## src/sv/bkpc_pkg.sv

```systemverilog
// ----------------------------------------------------------------------------
// bkpc_pkg
// Shared types, format codes, register map and pixel codec functions of the
// bilinear keyed pixel converter.
// ----------------------------------------------------------------------------
`default_nettype none

package bkpc_pkg;

  localparam logic [2:0] FMT_GREY8    = 3'd2;
  localparam logic [2:0] FMT_ARGB1555 = 3'd3;
  localparam logic [2:0] FMT_RGB565   = 3'd4;
  localparam logic [2:0] FMT_RGB888   = 3'd5;
  localparam logic [2:0] FMT_ARGB8888 = 3'd6;

  localparam logic [2:0] REG_SOURCE_FORMAT = 3'd0;
  localparam logic [2:0] REG_DEST_FORMAT   = 3'd1;
  localparam logic [2:0] REG_KEY_ENABLE    = 3'd2;
  localparam logic [2:0] REG_KEY_COLOR     = 3'd3;
  localparam logic [2:0] REG_KEY_MASK      = 3'd4;

  localparam int unsigned APB_ADDR_W = 5;

  localparam logic [15:0] LUMA_R = 16'd77;
  localparam logic [15:0] LUMA_G = 16'd150;
  localparam logic [15:0] LUMA_B = 16'd29;

  localparam logic [8:0]  WEIGHT_ONE = 9'd256;
  localparam logic [23:0] RGB_ALL    = 24'hffffff;

  typedef struct packed {
    logic [2:0]  source_format;
    logic [2:0]  dest_format;
    logic        key_enable;
    logic [23:0] key_color;
    logic [23:0] key_mask;
  } cfg_t;

  typedef logic [3:0][31:0] quad_t;

  function automatic logic fmt_known(logic [2:0] f);
    return (f >= FMT_GREY8) && (f <= FMT_ARGB8888);
  endfunction

  function automatic logic [7:0] widen5(logic [4:0] v);
    return {v, v[4:2]};
  endfunction

  function automatic logic [7:0] widen6(logic [5:0] v);
    return {v, v[5:4]};
  endfunction

  function automatic logic [31:0] decode_texel(logic [2:0] f, logic [31:0] raw);
    logic [31:0] res;
    case (f)
      FMT_GREY8:    res = {8'hff, raw[7:0], raw[7:0], raw[7:0]};
      FMT_ARGB1555: res = {8'hff, widen5(raw[14:10]), widen5(raw[9:5]), widen5(raw[4:0])};
      FMT_RGB565:   res = {8'hff, widen5(raw[15:11]), widen6(raw[10:5]), widen5(raw[4:0])};
      FMT_RGB888:   res = {8'hff, raw[23:0]};
      default:      res = raw;
    endcase
    return res;
  endfunction

  function automatic logic [31:0] encode_pixel(logic [2:0] f, logic [31:0] argb);
    logic [7:0]  r;
    logic [7:0]  g;
    logic [7:0]  b;
    logic [15:0] luma;
    logic [31:0] res;
    r    = argb[23:16];
    g    = argb[15:8];
    b    = argb[7:0];
    luma = 16'(r) * LUMA_R + 16'(g) * LUMA_G + 16'(b) * LUMA_B;
    case (f)
      FMT_GREY8:    res = {24'd0, luma[15:8]};
      FMT_ARGB1555: res = {16'd0, 1'b1, r[7:3], g[7:3], b[7:3]};
      FMT_RGB565:   res = {16'd0, r[7:3], g[7:2], b[7:3]};
      FMT_RGB888:   res = {8'd0, argb[23:0]};
      default:      res = argb;
    endcase
    return res;
  endfunction

endpackage

`default_nettype wire

```

## src/sv/bkpc_regs.sv

```systemverilog
// ----------------------------------------------------------------------------
// bkpc_regs
// APB configuration registers: formats and colour key.
// ----------------------------------------------------------------------------
`default_nettype none

module bkpc_regs (
  input  wire logic                            clk_i,
  input  wire logic                            rst_ni,
  input  wire logic                            psel,
  input  wire logic                            penable,
  input  wire logic                            pwrite,
  input  wire logic [bkpc_pkg::APB_ADDR_W-1:0] paddr,
  input  wire logic [31:0]                     pwdata,
  output logic      [31:0]                     prdata,
  output logic                                 pready,
  output bkpc_pkg::cfg_t                       cfg_o
);

  bkpc_pkg::cfg_t cfg_q;
  bkpc_pkg::cfg_t cfg_d;
  logic [2:0]     idx;
  logic           wr_en;

  assign idx    = paddr[bkpc_pkg::APB_ADDR_W-1:2];
  assign wr_en  = psel && penable && pwrite;
  assign pready = 1'b1;
  assign cfg_o  = cfg_q;

  always_comb begin
    cfg_d = cfg_q;
    if (wr_en) begin
      case (idx)
        bkpc_pkg::REG_SOURCE_FORMAT: cfg_d.source_format = pwdata[2:0];
        bkpc_pkg::REG_DEST_FORMAT:   cfg_d.dest_format   = pwdata[2:0];
        bkpc_pkg::REG_KEY_ENABLE:    cfg_d.key_enable    = pwdata[0];
        bkpc_pkg::REG_KEY_COLOR:     cfg_d.key_color     = pwdata[23:0];
        bkpc_pkg::REG_KEY_MASK:      cfg_d.key_mask      = pwdata[23:0];
        default: ;
      endcase
    end
  end

  always_comb begin
    case (idx)
      bkpc_pkg::REG_SOURCE_FORMAT: prdata = {29'd0, cfg_q.source_format};
      bkpc_pkg::REG_DEST_FORMAT:   prdata = {29'd0, cfg_q.dest_format};
      bkpc_pkg::REG_KEY_ENABLE:    prdata = {31'd0, cfg_q.key_enable};
      bkpc_pkg::REG_KEY_COLOR:     prdata = {8'd0, cfg_q.key_color};
      bkpc_pkg::REG_KEY_MASK:      prdata = {8'd0, cfg_q.key_mask};
      default:                     prdata = 32'd0;
    endcase
  end

  always_ff @(posedge clk_i or negedge rst_ni) begin
    if (!rst_ni) begin
      cfg_q.source_format <= bkpc_pkg::FMT_ARGB8888;
      cfg_q.dest_format   <= bkpc_pkg::FMT_ARGB8888;
      cfg_q.key_enable    <= 1'b0;
      cfg_q.key_color     <= 24'd0;
      cfg_q.key_mask      <= bkpc_pkg::RGB_ALL;
    end else begin
      cfg_q <= cfg_d;
    end
  end

endmodule

`default_nettype wire

```

## config.mk

```make
export PLATFORM = sky130hd
export DESIGN_NAME = bkpc_regs
export DESIGN_NICKNAME = d
export VERILOG_FILES = /design/src/sv/bkpc_pkg.sv /design/src/sv/bkpc_regs.sv
export SDC_FILE = /design/constraint.sdc
export NUM_CORES = 1
export LEC_CHECK = 0
export BUFFER_PORTS_ARGS = -buffer_cell sky130_fd_sc_hd__buf_2
export CAP_MARGIN = 5
export CORE_MARGIN = 1.5
export CORE_UTILIZATION = 35
export CTS_BUF_LIST = sky130_fd_sc_hd__clkbuf_4 sky130_fd_sc_hd__clkbuf_8
export CTS_CLUSTER_SIZE = 25
export DETAILED_ROUTE_END_ITERATION = 7
export GPL_TIMING_DRIVEN = 0
export PLACE_DENSITY = 0.67
export SLEW_MARGIN = 10
export SYNTH_ARGS = -nofsm -noshare
export SYNTH_HDL_FRONTEND = slang
export SYNTH_SLANG_ARGS = --single-unit
```

## constraint.sdc

```tcl
create_clock -name clk_i -period 1.07 [get_ports clk_i]
set_input_delay 0.0535 -clock clk_i [delete_from_list [all_inputs] [get_ports clk_i]]
set_output_delay 0.0535 -clock clk_i [all_outputs]
set_load 0.01 [all_outputs]
```

==> results.md <==
- Run status: finished, violations left
- Violated checks: negative setup slack
- Source of the worst hold timing path: pwdata[1]
- Reg-to-reg setup timing slack: 0.14 ns
- Detail-routed via count per cell: roughly 4.7
- GRT Overall Usage: 17.9%
- CTS tree: done
- Ordered list of cells on the worst path: mux2_2 > a22oi_1 > o21ai_1 > buf_2
- Number of global-route vias before repair: 2024
- Pre-CTS setup slack: -0.519 ns
- LEAKAGE: 2.04 nW
- Final Setup Violations: 36
- Clock tree skew after final layout: 0 ns
- Utilization after layout: 57.0%
- Synth warnings: 0
- Final instance count without filler cells: ~440
- Highest net fanout along the worst path: 3
- Vias post-DR: 2072
- Synth-to-layout area growth: 59.6%
- Initial antenna violation count: 0
- Total non-filler cell area in the finished layout: 4090 µm²
- Std-Cell Rows: 31
- Starting density of the core: 35.7%
- Routed WL per cell: 15.9 µm
- Global-route wire length before repair: 10500 µm
- Power density cells: 1570 nW/µm²
- Worst Setup Slack, final: -0.310 ns
- Max reg flops: 55
- Type of the worst min-delay path: primary input to register
- Avg Inst Size Synth: 14.4 µm²
- Final number of max-transition violations: 0
- Num CTS Buffers: 5
- Number of flip-flops and latches in the synthesized netlist: 55
- RD Place Congestion: roughly 0.78
- Cell Count Post-Placement: 391
- Synth unique cells: 25
- Clk pin slew, worst setup/hold paths: 0.09 ns
- DRC marker count from the first detailed-route iteration: 57
- Required time of the worst setup path: ~1 ns
- Area of the core: 7180 µm²
- Count of TritonRoute iterations in the first routing pass: 4
- Root buffer selected by CTS: clkbuf_8
- Number of port buffers: 107
- Setup repair after global routing missed its margin: yes
- Worst endpoint data arrival time: 1.33 ns
- End of the worst hold path: cfg_o[25]
- Hold Path Depth: 2
- Number of remaining DRC errors: 0
- Final worst hold slack: 0.0257 ns
- Total number of nets in the final design: between 300 and 400
- Startpoint of the worst setup timing path: cfg_o[54]
- Post-DP HPWL: 4490 µm
- Top library cells by usage in the layout, fill and taps aside: buf_2 (79), buf_6 (44), mux2_2 (37), dfstp_2 (28), dfrtp_1 (27)
- Number of instances in the synthesized netlist: 178
- Slew at the pin closest to its max-slew limit: 0.719 ns
- Start of the worst register-to-register path: cfg_o[13]
- Die Wd: 88.5 µm
- Number of endpoints with negative hold slack in the final report: 0
- Max Root-Sink Buffers: 2
- Number of diodes added for antenna fixing: 0
- ANT nets after route: 0
- Die outline height: 88.5 µm
- Placement-stage cell area: 3350 µm²
- Most common cell after layout, fill and taps aside: buf_2
- Share of synthesized area occupied by flip-flops and latches: 55.1%
- Clock sink count: 55
- Insertion delay to the later sink of the worst-skew pair: 0.30 ns
- Peak clock frequency supported by timing: 725 MHz
- Final Cycle Share: 129%
- Worst path slowest cell: dfstp_2
- Peak supply drop: 799 µV
- Share of final-layout standard cells stronger than drive strength 1: 71.5%
- I/O pin cnt: 130
- Logic depth of the worst register-to-register path: 3
- Die area: slightly below 8000 µm²
- Total congestion overflow: 0
- Slew margin rel.: a little over half
- Final wirelength: ~7000 µm
- Crit path launch type: register
- Max Cap Viol: 0
- Setup_tns: -3.06 ns
- Maximum number of pins on one net before global-route repair: 56
- Synthesized cell area: 2560 µm²
- Min cycle time layout: 1.38 ns
- H-Tree Depth: 2
- Reg-to-reg critical path endpoint: cfg_o[13]
- Total power: 6.44 mW
- Critical Path End Type: output port
- Slowest cell delay on critical path: 0.56 ns
- Class of the most critical setup path: register to output port
## cells in the mapped netlist
library cell  instances  area [µm²]
a22o_1               21         184
buf_2                 4        20.0
mux2_2               56         631
nand2b_1              2        12.5
conb_1                2        7.51
nor3b_4               1        18.8
nand4b_4              1        23.8
o21ai_0               1        5.00
nor3_1                2        10.0
a211o_1               1        8.76
o32ai_1               1        8.76
dfstp_2              28         736
buf_4                11        82.6
nand2_1               1        3.75
nor2_1                4        15.0
mux2i_1               4        40.0
nand4_1               1        6.26
or3_1                 1        6.26
inv_1                 1        3.75
buf_6                 3        33.8
clkbuf_1              2        7.51
a22oi_1               1        7.51
nor2_2                1        6.26
nor3b_1               1        7.51
dfrtp_1              27         676
## where the power goes
part	leakage, nW	total [mW]	switching (mW)	internal (mW)
combinational	1.34	2.19	0.829	1.36
clock	0.0549	1.28	0.662	0.618
sequential	0.638	2.96	0.322	2.64
total	2.04	6.44	1.81	4.62
## critical path: cells and delay by family, from the launching register on
family | cells | cell delay [ns]
buffers and inverters | 1 | 0.16
AOI/OAI and AO/OA | 2 | 0.16
DFF | 1 | 0.56
muxes | 1 | 0.15
## cell type report
| class | instances | area [µm²] |
|---|---|---|
| Fill cell | 613 | 3090 |
| Sequential cell | 55 | 1410 |
| Timing Repair Buffer | 151 | 1140 |
| Multi-Input combinational cell | 109 | 1120 |
| Buffer | 20 | 184 |
| Tap cell | 99 | 124 |
| Clock buffer | 8 | 104 |
| Inverter | 1 | 3.75 |
## how the worst max path moves through the flow
| stage | slack (ns) | cells past startpoint | endpoint |
|---|---|---|---|
| after detailed placement | -0.52 | 5 | prdata[14] |
| after CTS | -0.30 | 4 | prdata[2] |
| final | -0.31 | 4 | prdata[2] |
| after floorplan | -0.18 | 5 | cfg_o[10] |
| after global placement | -0.49 | 5 | prdata[11] |
| after global routing | -0.38 | 4 | prdata[0] |
## metal layers
metal,global-route usage [%],vias to the layer above,part of all wire [%]
met5,0,-,0
met4,4.26,0,0.90
met3,3.54,5,4.5
met2,30.1,75,50
met1,24.0,1027,45
li1,-,965,-
## what timing repair did
action / in CTS / in global routing
hold endpoints to repair: 42 / 27
hold buffers: 21 / 1
gates cloned: 0 / 0
pin swaps: 2 / 4
setup buffers: 15 / 8
gates resized for setup: 22 / 30
setup endpoints to repair: 44 / 54
## logic make-up after synthesis
| family | synth area share, % |
|---|---|
| other | 0.293 |
| and+or+nand+nor | 4.30 |
| buffers and inverters | 5.76 |
| DFF | 55.1 |
| muxes | 26.2 |
| AOI/OAI and AO/OA | 8.35 |
(Power assumes the default switching activity.)
