$ cat src/sv/bkpc_pkg.sv
// ----------------------------------------------------------------------------
// bkpc_pkg
// Shared types, format codes, register map and pixel codec functions of the
// bilinear keyed pixel converter.
// ----------------------------------------------------------------------------
`default_nettype none

package bkpc_pkg;

  localparam logic [2:0] FMT_GREY8    = 3'd2;
  localparam logic [2:0] FMT_ARGB1555 = 3'd3;
  localparam logic [2:0] FMT_RGB565   = 3'd4;
  localparam logic [2:0] FMT_RGB888   = 3'd5;
  localparam logic [2:0] FMT_ARGB8888 = 3'd6;

  localparam logic [2:0] REG_SOURCE_FORMAT = 3'd0;
  localparam logic [2:0] REG_DEST_FORMAT   = 3'd1;
  localparam logic [2:0] REG_KEY_ENABLE    = 3'd2;
  localparam logic [2:0] REG_KEY_COLOR     = 3'd3;
  localparam logic [2:0] REG_KEY_MASK      = 3'd4;

  localparam int unsigned APB_ADDR_W = 5;

  localparam logic [15:0] LUMA_R = 16'd77;
  localparam logic [15:0] LUMA_G = 16'd150;
  localparam logic [15:0] LUMA_B = 16'd29;

  localparam logic [8:0]  WEIGHT_ONE = 9'd256;
  localparam logic [23:0] RGB_ALL    = 24'hffffff;

  typedef struct packed {
    logic [2:0]  source_format;
    logic [2:0]  dest_format;
    logic        key_enable;
    logic [23:0] key_color;
    logic [23:0] key_mask;
  } cfg_t;

  typedef logic [3:0][31:0] quad_t;

  function automatic logic fmt_known(logic [2:0] f);
    return (f >= FMT_GREY8) && (f <= FMT_ARGB8888);
  endfunction

  function automatic logic [7:0] widen5(logic [4:0] v);
    return {v, v[4:2]};
  endfunction

  function automatic logic [7:0] widen6(logic [5:0] v);
    return {v, v[5:4]};
  endfunction

  function automatic logic [31:0] decode_texel(logic [2:0] f, logic [31:0] raw);
    logic [31:0] res;
    case (f)
      FMT_GREY8:    res = {8'hff, raw[7:0], raw[7:0], raw[7:0]};
      FMT_ARGB1555: res = {8'hff, widen5(raw[14:10]), widen5(raw[9:5]), widen5(raw[4:0])};
      FMT_RGB565:   res = {8'hff, widen5(raw[15:11]), widen6(raw[10:5]), widen5(raw[4:0])};
      FMT_RGB888:   res = {8'hff, raw[23:0]};
      default:      res = raw;
    endcase
    return res;
  endfunction

  function automatic logic [31:0] encode_pixel(logic [2:0] f, logic [31:0] argb);
    logic [7:0]  r;
    logic [7:0]  g;
    logic [7:0]  b;
    logic [15:0] luma;
    logic [31:0] res;
    r    = argb[23:16];
    g    = argb[15:8];
    b    = argb[7:0];
    luma = 16'(r) * LUMA_R + 16'(g) * LUMA_G + 16'(b) * LUMA_B;
    case (f)
      FMT_GREY8:    res = {24'd0, luma[15:8]};
      FMT_ARGB1555: res = {16'd0, 1'b1, r[7:3], g[7:3], b[7:3]};
      FMT_RGB565:   res = {16'd0, r[7:3], g[7:2], b[7:3]};
      FMT_RGB888:   res = {8'd0, argb[23:0]};
      default:      res = argb;
    endcase
    return res;
  endfunction

endpackage

`default_nettype wire

$ cat src/sv/bkpc_lerp.sv
// ----------------------------------------------------------------------------
// bkpc_lerp
// Stages 2 and 3: horizontal blend of both rows, then vertical blend.
// ----------------------------------------------------------------------------
`default_nettype none

module bkpc_lerp (
  input  wire logic            clk_i,
  input  wire logic            rst_ni,
  input  wire logic            valid_i,
  output logic                 ready_o,
  input  wire bkpc_pkg::quad_t argb_i,
  input  wire logic [7:0]      frac_x_i,
  input  wire logic [7:0]      frac_y_i,
  output logic                 valid_o,
  input  wire logic            ready_i,
  output logic      [31:0]     argb_o
);

  // argb_i order: top left, top right, bottom left, bottom right
  logic             h_valid_q;
  logic             h_ready;
  logic [3:0][15:0] top_q;
  logic [3:0][15:0] bot_q;
  logic [3:0][15:0] top_d;
  logic [3:0][15:0] bot_d;
  logic [7:0]       fy_q;
  logic             v_valid_q;
  logic [31:0]      argb_q;
  logic [31:0]      argb_d;
  logic [8:0]       wx_l;
  logic [8:0]       wx_r;
  logic [8:0]       wy_t;
  logic [8:0]       wy_b;

  assign wx_r = {1'b0, frac_x_i};
  assign wx_l = bkpc_pkg::WEIGHT_ONE - wx_r;
  assign wy_b = {1'b0, fy_q};
  assign wy_t = bkpc_pkg::WEIGHT_ONE - wy_b;

  assign ready_o = !h_valid_q || h_ready;
  assign h_ready = !v_valid_q || ready_i;
  assign valid_o = v_valid_q;
  assign argb_o  = argb_q;

  always_comb begin
    logic [16:0] t;
    logic [16:0] b;
    for (int c = 0; c < 4; c++) begin
      t = 17'(argb_i[0][c*8 +: 8]) * 17'(wx_l) + 17'(argb_i[1][c*8 +: 8]) * 17'(wx_r);
      b = 17'(argb_i[2][c*8 +: 8]) * 17'(wx_l) + 17'(argb_i[3][c*8 +: 8]) * 17'(wx_r);
      top_d[c] = t[15:0];
      bot_d[c] = b[15:0];
    end
  end

  always_comb begin
    logic [24:0] v;
    for (int c = 0; c < 4; c++) begin
      v = 25'(top_q[c]) * 25'(wy_t) + 25'(bot_q[c]) * 25'(wy_b);
      argb_d[c*8 +: 8] = v[23:16];
    end
  end

  always_ff @(posedge clk_i or negedge rst_ni) begin
    if (!rst_ni) begin
      h_valid_q <= 1'b0;
      v_valid_q <= 1'b0;
    end else begin
      if (ready_o) begin
        h_valid_q <= valid_i;
      end
      if (h_ready) begin
        v_valid_q <= h_valid_q;
      end
    end
  end

  always_ff @(posedge clk_i) begin
    if (ready_o && valid_i) begin
      top_q <= top_d;
      bot_q <= bot_d;
      fy_q  <= frac_y_i;
    end
    if (h_ready && h_valid_q) begin
      argb_q <= argb_d;
    end
  end

  a_v_hold: assert property (@(posedge clk_i) disable iff (!rst_ni)
    v_valid_q && !ready_i |=> v_valid_q && $stable(argb_q))
    else $error("vertical stage lost a stalled request");

  a_h_hold: assert property (@(posedge clk_i) disable iff (!rst_ni)
    h_valid_q && !h_ready |=> h_valid_q && $stable(top_q) && $stable(bot_q))
    else $error("horizontal stage lost a stalled request");

endmodule

`default_nettype wire

$ cat config.mk
export PLATFORM = sky130hd
export DESIGN_NAME = bkpc_lerp
export DESIGN_NICKNAME = d
export VERILOG_FILES = /design/src/sv/bkpc_pkg.sv /design/src/sv/bkpc_lerp.sv
export SDC_FILE = /design/constraint.sdc
export NUM_CORES = 2
export LEC_CHECK = 0
export ABC_AREA = 1
export BUFFER_PORTS_ARGS = -buffer_cell sky130_fd_sc_hd__buf_2
export CORE_UTILIZATION = 50
export DETAILED_ROUTE_END_ITERATION = 8
export PLACE_DENSITY = 0.72
export SLEW_MARGIN = 20
export SYNTH_ARGS = -nofsm -noshare
export SYNTH_HDL_FRONTEND = slang
export SYNTH_SLANG_ARGS = --single-unit
$ cat constraint.sdc
create_clock -name clk_i -period 6.5 [get_ports clk_i]
set_input_delay 0 -clock clk_i [delete_from_list [all_inputs] [get_ports clk_i]]
set_output_delay 0 -clock clk_i [all_outputs]
set_load 0.005 [all_outputs]
==> key figures <==
Outcome
  • Status: complete, no violations

Setup path
  • Crit Path Max Fanout: 8
  • Worst setup SP type: flip-flop
  • Data arrival, critical path: 6.77 ns
  • Crit path required time: 6.81 ns
  • Kind of critical path: reg2reg
  • Element type at the critical path end: flip-flop
  • Slowest CP cell: fa_1
  • CP max stage delay: 0.54 ns
  • Most used cell, CP: fa_1

Run
  • Max cap viols: 0

Timing
  • Slew of the pin with the lowest slew margin: 1.06 ns
  • Max_slew headroom: between 20% and 30%
  • Final period util: 99.5%
  • Final min period: about 6.5 ns
  • Fin. max-slew vios: 0
  • F_max: 0.155 GHz
  • Hold slack: 0.0443 ns
  • Unrepaired setup endpoints after global routing: yes
  • Setup-failing EPs final: 0
  • Worst clock skew: around 0.029 ns
  • Hold Vio Cnt, Final: 0
  • Final TNS setup: 0 ns

Synthesis
  • Yosys cell types: 39
  • Post-synth EDFFs: 168
  • Netlist Area Pre-Place: between 70000 and 80000 um^2
  • Seq/Total Area, Yosys: 6.46%
  • Post-synth ARST share: between 1 and 1.5%
  • Yosys top cell by area: fa_1
  • Top-area cell type share of the netlist area: 42.8%
  • Mapped Nets: 12769
  • Syn Inst Count: 10135
  • Synthesis-stage register bit count: 170
  • Ys flop type: edfxtp_1
  • Mean Syn Cell Area: 7.79 um^2
  • Synth warnings: 0
  • Synth top area cells: fa_1, inv_1, ha_1

Cells and area
  • Most frequent cells in the layout: inv_1, nand2_1, fa_1
  • Commonest non-fill, non-tap cell in the layout: inv_1
  • Fin nets: ~13000
  • Layout Area Growth over Synthesis: 9.05%
  • Final Non-Filler Cells: 12359
  • Share of cells above drive strength 1: 8.06%
  • Fin area: 86100 um^2

Routing
  • Vias: about 63000
  • WL final: ~220000 um
  • DRC: 0
  • 1st-iter DRT viols: 5034
  • Wirelength per Cell: between 15 and 20 um
  • Routed vias/inst: between 5 and 6
  • Number of nets with antenna violations after routing: 0
  • 1st-pass router iterations: 6

Global route
  • Global route total overflow: 0
  • Total GRT Usage: approximately 28%
  • Largest net degree at the start of global routing: around 130
  • First-pass GRT wire length: 350000 um
  • Vias in the first global route: between 60000 and 70000
  • Initial antenna violation count: 14

Clock tree
  • Clock latency on the worst-skew pair: approximately 0.56 ns
  • CTS tree: done
  • H-Tree Level Count: 4
  • CTS Buf Count: 17
  • TritonCTS Sinks: 170
  • CTS root buffer: clkbuf_16
  • Clk slew on worst S/H paths: 0.08 ns
  • Clock buffer depth: 2

Placed design
  • Placed instance count: 12262
  • Dpl hpwl: 180000 um
  • RePlAce Congestion: 0.971
  • # port buffers: 181
  • Placed cell areas: 83200 um^2

Die
  • Die W: 399 um
  • Num rows: 145
  • Io pins: 182
  • Die height: roughly 400 um
  • Die Area: 159000 um^2
  • CORE AREA: 156000 um^2
  • Initial core utilization: roughly 50%

Worst hold path
  • Min-delay worst type: in2reg
==> sequential cells by signal, summed over array words and instances, names as in the netlist <==
register and flops:
bot_q 64, top_q 64, argb_o 32, fy_q 8, h_valid_q 1, valid_o 1
==> cell usage after synthesis (15+ instances only) <==
library cell	number
buf_4	16
fa_1	1688
nor3_1	15
a21oi_1	160
nand4_1	44
nor2_1	585
o21ai_0	77
clkbuf_2	148
nand2_1	2450
buf_2	28
inv_1	3366
xor2_1	106
o21bai_1	21
ha_1	798
edfxtp_1	168
nand3_1	149
buf_1	39
clkbuf_1	151
xnor2_1	46
==> logic make-up after synthesis <==
logic type / after synthesis / synth area share [%]
compound gates: 293 / 2.01
simple gates: 3271 / 16.1
flops: 170 / 6.46
xor+xnor: 152 / 1.69
buf+inv: 3763 / 18.3
fa+ha+maj: 2486 / 55.5
==> worst paths after layout <==
path / start / end / slack [ns] / depth (start not counted)
min reg2reg: h_valid_q$_DFFE_PN0N_ / valid_o$_DFFE_PN0P_ / 0.53 / 2
max in group asynchronous: rst_ni / h_valid_q$_DFFE_PN0N_ / 6.06 / 3
min: argb_i[88] / bot_q[48]$_DFFE_PP_ / 0.04 / 4
min in group asynchronous: rst_ni / valid_o$_DFFE_PN0P_ / 0.32 / 3
max: fy_q[1]$_DFFE_PP_ / argb_o[14]$_DFFE_PP_ / 0.04 / 30
max reg2reg: fy_q[1]$_DFFE_PP_ / argb_o[14]$_DFFE_PP_ / 0.04 / 30
==> per-layer routing <==
| metal | vias up | GRT usage [%] | routed length (um) |
|---|---|---|---|
| met1 | 30860 | 39.4 | 92600 |
| met5 | - | 0 | 49 |
| met4 | 6 | 8.27 | 6610 |
| li1 | 28578 | - | - |
| met3 | 379 | 4.96 | 20100 |
| met2 | 2685 | 45.1 | 101000 |
==> final cells by class <==
cell class / count / area (um^2)
antenna: 10 / 25.0
multi-input combinational: 6202 / 60900
inverter: 3377 / 12700
clock buffer: 17 / 425
clock inverter: 15 / 183
tap: 2058 / 2570
timing repair buffer: 510 / 4170
sequential: 170 / 5090
fill: 14359 / 70300
==> timing repair <==
item,in CTS,in global routing
buffers inserted,0,31
pin swaps,0,80
hold buffers,15,0
gates cloned,1,9
gates resized for setup,5,354
endpoints found under the setup margin,7,32
endpoints found under the hold margin,14,0
==> worst max-delay path: cells and delay by family (launching register included) <==
family	cells	cell delay [ns]
fa+ha+maj	8	3.34
simple gates	11	1.32
buf+inv	9	0.84
flops	1	0.40
compound gates	2	0.31
==> through the flow <==
| step | utilization [%] | setup slack [ns] |
|---|---|---|
| 2_1_floorplan | - | 0.00186 |
| 3_3_place_gp | 53.2 | -0.0753 |
| 3_5_place_dp | 53.2 | -0.0257 |
| 4_1_cts | 53.7 | 0.00790 |
| 5_1_grt | 55.0 | -0.212 |
| 6_report | 55.0 | 0.0354 |
Power is not shown: default switching activity piles up to over one toggle a cycle in this logic, so the estimate is an artifact.
