### src/sv/bkpc_pkg.sv
// ----------------------------------------------------------------------------
// bkpc_pkg
// Shared types, format codes, register map and pixel codec functions of the
// bilinear keyed pixel converter.
// ----------------------------------------------------------------------------
`default_nettype none

package bkpc_pkg;

  localparam logic [2:0] FMT_GREY8    = 3'd2;
  localparam logic [2:0] FMT_ARGB1555 = 3'd3;
  localparam logic [2:0] FMT_RGB565   = 3'd4;
  localparam logic [2:0] FMT_RGB888   = 3'd5;
  localparam logic [2:0] FMT_ARGB8888 = 3'd6;

  localparam logic [2:0] REG_SOURCE_FORMAT = 3'd0;
  localparam logic [2:0] REG_DEST_FORMAT   = 3'd1;
  localparam logic [2:0] REG_KEY_ENABLE    = 3'd2;
  localparam logic [2:0] REG_KEY_COLOR     = 3'd3;
  localparam logic [2:0] REG_KEY_MASK      = 3'd4;

  localparam int unsigned APB_ADDR_W = 5;

  localparam logic [15:0] LUMA_R = 16'd77;
  localparam logic [15:0] LUMA_G = 16'd150;
  localparam logic [15:0] LUMA_B = 16'd29;

  localparam logic [8:0]  WEIGHT_ONE = 9'd256;
  localparam logic [23:0] RGB_ALL    = 24'hffffff;

  typedef struct packed {
    logic [2:0]  source_format;
    logic [2:0]  dest_format;
    logic        key_enable;
    logic [23:0] key_color;
    logic [23:0] key_mask;
  } cfg_t;

  typedef logic [3:0][31:0] quad_t;

  function automatic logic fmt_known(logic [2:0] f);
    return (f >= FMT_GREY8) && (f <= FMT_ARGB8888);
  endfunction

  function automatic logic [7:0] widen5(logic [4:0] v);
    return {v, v[4:2]};
  endfunction

  function automatic logic [7:0] widen6(logic [5:0] v);
    return {v, v[5:4]};
  endfunction

  function automatic logic [31:0] decode_texel(logic [2:0] f, logic [31:0] raw);
    logic [31:0] res;
    case (f)
      FMT_GREY8:    res = {8'hff, raw[7:0], raw[7:0], raw[7:0]};
      FMT_ARGB1555: res = {8'hff, widen5(raw[14:10]), widen5(raw[9:5]), widen5(raw[4:0])};
      FMT_RGB565:   res = {8'hff, widen5(raw[15:11]), widen6(raw[10:5]), widen5(raw[4:0])};
      FMT_RGB888:   res = {8'hff, raw[23:0]};
      default:      res = raw;
    endcase
    return res;
  endfunction

  function automatic logic [31:0] encode_pixel(logic [2:0] f, logic [31:0] argb);
    logic [7:0]  r;
    logic [7:0]  g;
    logic [7:0]  b;
    logic [15:0] luma;
    logic [31:0] res;
    r    = argb[23:16];
    g    = argb[15:8];
    b    = argb[7:0];
    luma = 16'(r) * LUMA_R + 16'(g) * LUMA_G + 16'(b) * LUMA_B;
    case (f)
      FMT_GREY8:    res = {24'd0, luma[15:8]};
      FMT_ARGB1555: res = {16'd0, 1'b1, r[7:3], g[7:3], b[7:3]};
      FMT_RGB565:   res = {16'd0, r[7:3], g[7:2], b[7:3]};
      FMT_RGB888:   res = {8'd0, argb[23:0]};
      default:      res = argb;
    endcase
    return res;
  endfunction

endpackage

`default_nettype wire

### src/sv/bkpc_decode.sv
// ----------------------------------------------------------------------------
// bkpc_decode
// Stage 1: unpack the four source texels to ARGB8888.
// ----------------------------------------------------------------------------
`default_nettype none

module bkpc_decode (
  input  wire logic            clk_i,
  input  wire logic            rst_ni,
  input  wire logic [2:0]      source_format_i,
  input  wire logic            valid_i,
  output logic                 ready_o,
  input  wire bkpc_pkg::quad_t texel_i,
  input  wire logic [7:0]      frac_x_i,
  input  wire logic [7:0]      frac_y_i,
  output logic                 valid_o,
  input  wire logic            ready_i,
  output bkpc_pkg::quad_t      argb_o,
  output logic      [7:0]      frac_x_o,
  output logic      [7:0]      frac_y_o
);

  logic            valid_q;
  bkpc_pkg::quad_t argb_q;
  bkpc_pkg::quad_t argb_d;
  logic [7:0]      fx_q;
  logic [7:0]      fy_q;

  assign ready_o  = !valid_q || ready_i;
  assign valid_o  = valid_q;
  assign argb_o   = argb_q;
  assign frac_x_o = fx_q;
  assign frac_y_o = fy_q;

  always_comb begin
    for (int i = 0; i < 4; i++) begin
      argb_d[i] = bkpc_pkg::decode_texel(source_format_i, texel_i[i]);
    end
  end

  always_ff @(posedge clk_i or negedge rst_ni) begin
    if (!rst_ni) begin
      valid_q <= 1'b0;
    end else if (ready_o) begin
      valid_q <= valid_i;
    end
  end

  always_ff @(posedge clk_i) begin
    if (ready_o && valid_i) begin
      argb_q <= argb_d;
      fx_q   <= frac_x_i;
      fy_q   <= frac_y_i;
    end
  end

endmodule

`default_nettype wire

### config.mk
export PLATFORM = sky130hd
export DESIGN_NAME = bkpc_decode
export DESIGN_NICKNAME = d
export VERILOG_FILES = /design/src/sv/bkpc_pkg.sv /design/src/sv/bkpc_decode.sv
export SDC_FILE = /design/constraint.sdc
export NUM_CORES = 1
export LEC_CHECK = 0
export ABC_AREA = 1
export BUFFER_PORTS_ARGS = -buffer_cell sky130_fd_sc_hd__buf_2
export CAP_MARGIN = 20
export CORE_ASPECT_RATIO = 1.2
export CORE_MARGIN = 2
export CORE_UTILIZATION = 43
export DETAILED_ROUTE_END_ITERATION = 10
export GPL_ROUTABILITY_DRIVEN = 1
export PLACE_DENSITY = 0.85
export REMOVE_ABC_BUFFERS = 1
export SYNTH_ARGS = -nofsm -noshare
export SYNTH_HDL_FRONTEND = slang
export SYNTH_SLANG_ARGS = --single-unit
### constraint.sdc
create_clock -name clk_i -period 8.6 [get_ports clk_i]
set_input_delay 0.43 -clock clk_i [delete_from_list [all_inputs] [get_ports clk_i]]
set_output_delay 0.43 -clock clk_i [all_outputs]
set_load 0.02 [all_outputs]
==> flow_metrics.env, run 1 <==
export IMPL_dieArea_um2=17000
export IMPL_critPathLaunch="source_format_i[1]"
export IMPL_yosys_area_share_simple_pct=30.1
export IMPL_cp_required_ns=8.75
export IMPL_switchingPower_uw=505
export IMPL_hold_class="input pin to flip-flop"
export IMPL_wirelength_um=20800
export IMPL_cts_tree="yes"
export IMPL_holdCritStartpoint="frac_x_i[2]"
export IMPL_synth_compound_area_share_pct=0.0728
export IMPL_finalCritPeriodShare_pct=34.6
export IMPL_grt_pass1_wl_um=32100
export IMPL_timing_rr_start="valid_o"
export IMPL_p_int_mw=1.37
export IMPL_rows=50
export IMPL_syn_area_um2=6870
export IMPL_drt_initial_drc_count=700
export IMPL_drt_pass1_iter_count=6
export IMPL_areaGrowthSynthToFinish_pct=31.9
export IMPL_synth_area_leaders="edfxtp_1, nand3_1, nand4_1"
export IMPL_cp_data_arrival_time_ns=3.12
export IMPL_yosysWarnings=0
export IMPL_synth_top_area_cell="edfxtp_1"
export IMPL_crit_fanout=97
export IMPL_power_density_nw_per_um2=207
export IMPL_initial_core_util_pct=44.0
export IMPL_post_cts_resize_count=0
export IMPL_worst_setup_path_end_kind="flip-flop"
export IMPL_clock_sinks=145
export IMPL_tns_ns=0
export IMPL_grt_total_usage_pct=24.2
export IMPL_setup_viol=0
export IMPL_hold_viol=0
export IMPL_grt_pass1_vias=6119
export IMPL_p_total_mw=1.87
export IMPL_drv_cap=0
export IMPL_dp_hpwl_um=14300
export IMPL_worst_pin_slew_ns=1.05
export IMPL_p_clk_share_pct=38.6
export IMPL_finalWeightedCongestion=0.909
export IMPL_relSlewSlack_pct=29.9
export IMPL_num_vias=6619
export IMPL_synthCells=652
export IMPL_grt_max_degree=98
export IMPL_port_buffers=296
export IMPL_crit_type="input pin to flip-flop"
export IMPL_seqPwrFrac_pct=45.7
export IMPL_ys_ff_latch=145
export IMPL_drv_slew=0
export IMPL_p_sw_share_pct=26.9
export IMPL_cts_root_buf="clkbuf_16"
export IMPL_synthAdderAreaFrac_pct=0
export IMPL_synth_top_family_by_area="simple AND/OR/NAND/NOR gates"
export IMPL_drc_errors=0
export IMPL_synth_xor_area_share_pct=0.127
export IMPL_fmax_ghz=0.336
export IMPL_peakVddDrop_v=0.0000956
export IMPL_period_needed_ns=2.97
export IMPL_clockBufferDepth=2
export IMPL_fin_worst_skew_ns=0.00508
export IMPL_dieWidth_um=119
export IMPL_die_height_um=143
export IMPL_cellLeakagePower_nw=3.99
export IMPL_yosysSeqAreaShare_pct=63.3
export IMPL_synthDistinctLibCells=15
export IMPL_grt_antenna_before_repair=7
export IMPL_clock_latency_ns=0.42
export IMPL_grt_overflow=0
export IMPL_routed_via_density=5.80
export IMPL_status="complete, no violations"
export IMPL_synth_top_area_share_pct=62.9
export IMPL_rsz0062_at_grt="false"
export IMPL_path_clk_slew_ns=0.06
export IMPL_postRouteAntennaNets=0
export IMPL_cts_buffers=17
export IMPL_post_cts_setup_buffers=0
export IMPL_drive_gt1_share_pct=36.7
export IMPL_wl_per_cell_um=18.3
export IMPL_htree_levels=4
export IMPL_core_um2=15600
export IMPL_pwr_share_comb_pct=15.7
export IMPL_synth_area_per_cell_um2=10.5
export IMPL_startpoint_type="input pin"
export IMPL_muxShareOfSynthArea_pct=0
export IMPL_io_pins=297
export IMPL_nets=1067
critical path: stages:
cell,delay [ns]
buf_2,0.07
buf_4,0.71
nor2_4,0.05
buf_4,0.36
nand2_4,0.81
nand2_2,0.39
nand2_1,0.17
nand3_1,0.09
path summary, 6_finish.rpt:
| check | end | cells past startpoint | slack (ns) |
|---|---|---|---|
| worst min register to register | valid_o | 2 | 0.58 |
| min in group asynchronous | valid_o | 2 | 0.32 |
| max in group asynchronous | valid_o | 2 | 8.20 |
| worst min-delay path | frac_x_o[2] | 1 | 0.19 |
| worst max register to register | argb_o[3] | 3 | 6.06 |
| worst max-delay path | argb_o[67] | 8 | 5.63 |
state kept, by name (all words and copies together) (netlist names):
register / count
argb_o: 128
frac_x_o: 8
frac_y_o: 8
valid_o: 1
cell families (layout without fill, tap and decap cells):
kind of cell | Yosys count | after routing
compound gates | 1 | 1
xor+xnor | 1 | 1
other cells | 0 | 5
simple gates | 394 | 394
buf+inv | 111 | 388
flops | 145 | 145
power by group through the flow:
stage	combinational [mW]	sequential (mW)	clock, mW
6_report	0.294	0.856	0.722
5_1_grt	0.319	0.860	0.770
4_1_cts	0.293	0.856	0.737
3_5_place_dp	0.293	0.870	0
3_3_place_gp	0.286	0.870	0
2_1_floorplan	0.0935	0.941	0
synth_stat cells:
cell type  number
nand3_1       190
xnor2_1         1
nand4_1       136
buf_1          14
inv_1          50
edfxtp_1      144
nand2_1        64
inv_2           1
nand2_2         2
nor2_4          1
clkbuf_1       26
dfrtp_1         1
buf_2          20
nor2_1          1
a21oi_1         1
layout by cell type (no fill, tap or decap), drive strengths merged:
cell type / n
inv: 55
nand4: 136
clkinv: 6
nand2: 66
diode: 5
clkinvlp: 2
edfxtp: 144
clkbuf: 18
dfrtp: 1
dlygate4sd3: 1
nand3: 190
bufinv: 2
a21oi: 1
nor2: 2
buf: 304
xnor2: 1
what timing repair did:
action                                  4_1_cts  5_1_grt
endpoints found under the hold margin         1        0
hold buffers                                  1        0
endpoints found under the setup margin        0        0
layer usage:
layer	global-route usage [%]	wire, µm	part of all wire (%)
met1	29.8	7330	35
met3	7.61	2670	13
met4	8.36	488	2.3
met5	0	22	0.11
met2	40.5	10300	50
area by class of cell:
type,instances,area (µm²)
Clock inverter,14,156
Fill cell,1380,6580
Antenna cell,5,12.5
Inverter,51,191
Timing Repair Buffer,305,1550
Tap cell,208,260
Sequential cell,145,4350
Clock buffer,18,429
Multi-Input combinational cell,396,2110
metrics by stage:
step	instance area [µm²]	util, %	worst slack, ns	hold slack [ns]	instances
floorplan	6620	-	0.461	0.134	592
global placement	8460	54.1	5.32	0.205	1104
detailed placement	8460	54.1	5.23	0.206	1104
CTS	9050	57.9	5.68	0.168	1137
global route	9060	57.9	5.47	0.171	1139
finish	9060	58.0	5.63	0.190	1142
Power figures use the tool's default switching activity.
==> run 2: changes to the inputs <==
==> constraint.sdc (replaced) <==
create_clock -name clk_i -period 2.6 [get_ports clk_i]
set_input_delay 0.13 -clock clk_i [delete_from_list [all_inputs] [get_ports clk_i]]
set_output_delay 0.13 -clock clk_i [all_outputs]
set_load 0.02 [all_outputs]
==> run 2 against run 1 <==
Effect of this change: non-clock buffer count rose by 57; sequential power rose to 3.3 times the previous value; clock power rose to 3.5 times the previous value; sequential share of layout area fell by 3.1 points; global-route usage rose by 2.0 points; flip-flop and latch count did not move; critical endpoint is now argb_o[106].
==> flow_metrics.env, run 2 (synthesized netlist as in run 1, its figures left out) <==
export IMPL_clock_sinks=145
export IMPL_dp_hpwl_um=15400
export IMPL_drc_errors=0
export IMPL_port_buffers=296
export IMPL_grt_pass1_vias=6555
export IMPL_finalWeightedCongestion=0.927
export IMPL_layout_commonest_cell="buf_2"
export IMPL_drv_slew=0
export IMPL_cellLeakagePower_nw=4.26
export IMPL_cp_required_ns=2.73
export IMPL_placed_cells=1111
export IMPL_grt_pass1_wl_um=34500
export IMPL_rsz0062_at_grt="false"
export IMPL_path_clk_slew_ns=0.06
export IMPL_hold_path_depth=3
export IMPL_wirelength_um=22800
export IMPL_initial_core_util_pct=44.0
export IMPL_post_cts_setup_buffers=0
export IMPL_critPathTopFamily="buffers and inverters"
export IMPL_startpoint_type="input pin"
export IMPL_die_height_um=143
export IMPL_fin_worst_skew_ns=0.00821
export IMPL_status="complete, no violations"
export IMPL_largest_register_ffs=128
export IMPL_core_um2=15600
export IMPL_cts_buffers=17
export IMPL_num_vias=7002
export IMPL_design_area_um2=9680
export IMPL_peakVddDrop_v=0.000359
export IMPL_final_cell_mix="buf_2, nand3_1, edfxtp_1"
export IMPL_path_depth=5
export IMPL_nets=1124
export IMPL_hold_class="input pin to flip-flop"
export IMPL_cts_root_buf="clkbuf_16"
export IMPL_period_needed_ns=1.51
export IMPL_timing_hold_ws_ns=0.0279
export IMPL_tns_ns=0
export IMPL_cts_hold_buf=51
export IMPL_dieArea_um2=17000
export IMPL_crit_fanout=26
export IMPL_worst_setup_path_end_kind="flip-flop"
export IMPL_path_cells="buf_2 -> inv_1 -> buf_4 -> nand4_1 -> nand4_1"
export IMPL_critPathBufInv=3
export IMPL_drive_gt1_share_pct=35.3
export IMPL_routed_via_density=5.83
export IMPL_slowest_delay_ns=0.47
export IMPL_wl_per_cell_um=19.0
export IMPL_rr_worst_depth=2
export IMPL_stdcell_count=1201
export IMPL_multiInputGateArea_um2=2110
export IMPL_grt_total_usage_pct=26.2
export IMPL_post_cts_resize_count=0
export IMPL_relSlewSlack_pct=29.6
export IMPL_drv_cap=0
export IMPL_worst_pin_slew_ns=1.06
export IMPL_grt_max_degree=97
export IMPL_hold_viol=0
export IMPL_grt_antenna_before_repair=9
export IMPL_area_sequential_um2=4350
export IMPL_crit_path_frequent_cell="nand4_1"
export IMPL_grt_overflow=0
export IMPL_placed_area_um2=8550
export IMPL_areaGrowthSynthToFinish_pct=40.9
export IMPL_io_pins=297
export IMPL_cp_data_arrival_time_ns=1.64
export IMPL_cts_tree="yes"
export IMPL_finalCritPeriodShare_pct=58.2
export IMPL_setup_viol=0
export IMPL_dieWidth_um=119
export IMPL_postRouteAntennaNets=0
export IMPL_drt_initial_drc_count=695
export IMPL_htree_levels=4
export IMPL_fmax_ghz=0.661
export IMPL_clock_latency_ns=0.42
export IMPL_clockBufferDepth=2
export IMPL_crit_type="input pin to flip-flop"
export IMPL_drt_pass1_iter_count=5
export IMPL_rows=50
export IMPL_fillers=1315
export IMPL_crit_slowest_cell="inv_1"
export IMPL_power_density_nw_per_um2=661
[run 2: worst paths after layout]
path | startpoint | end | slack (ns)
worst min-delay path | texel_i[51] | argb_o[51] | 0.03
worst min register to register | valid_o | argb_o[119] | 0.73
min in group asynchronous | rst_ni | valid_o | 0.54
worst max-delay path | source_format_i[0] | argb_o[106] | 1.09
worst max register to register | valid_o | argb_o[3] | 1.10
max in group asynchronous | rst_ni | valid_o | 1.95
[run 2: stage by stage]
stage | total power [mW] | utilization, % | setup WS [ns]
3_5_place_dp | 3.87 | 54.6 | 0.745
3_3_place_gp | 3.85 | 54.6 | 0.835
4_1_cts | 6.44 | 61.8 | 1.09
5_1_grt | 6.63 | 61.9 | 1.02
2_1_floorplan | 3.42 | - | -5.54
6_report | 6.40 | 61.9 | 1.09
[run 2: cell type report]
type                       instances  share of cell area [%]
timing repair buffer             362                    22.1
tap                              208                    2.69
clock buffer                      17                    4.39
sequential                       145                    44.9
multi-input combinational        396                    21.8
antenna                            7                   0.181
clock inverter                    15                    1.90
inverter                          51                    1.98
[run 2: metal layers]
layer	global-route usage, %	wire, µm
met3	7.53	2650
met4	12.4	867
met5	0	21
met2	44.0	11200
met1	31.2	8100
[run 2: power breakdown]
part | internal [mW] | leakage [nW] | switching (mW)
Sequential | 2.79 | 1.37 | 0.0469
Combinational | 0.372 | 2.59 | 0.696
Clock | 1.52 | 0.299 | 0.974
[run 2: worst register-to-register path, delay by kind of cell (launching register included)]
kind / cells / cell delay (ns)
buffers and inverters: 1 / 0.33
AO/OA/AOI/OAI: 1 / 0.38
flip-flops: 1 / 0.42
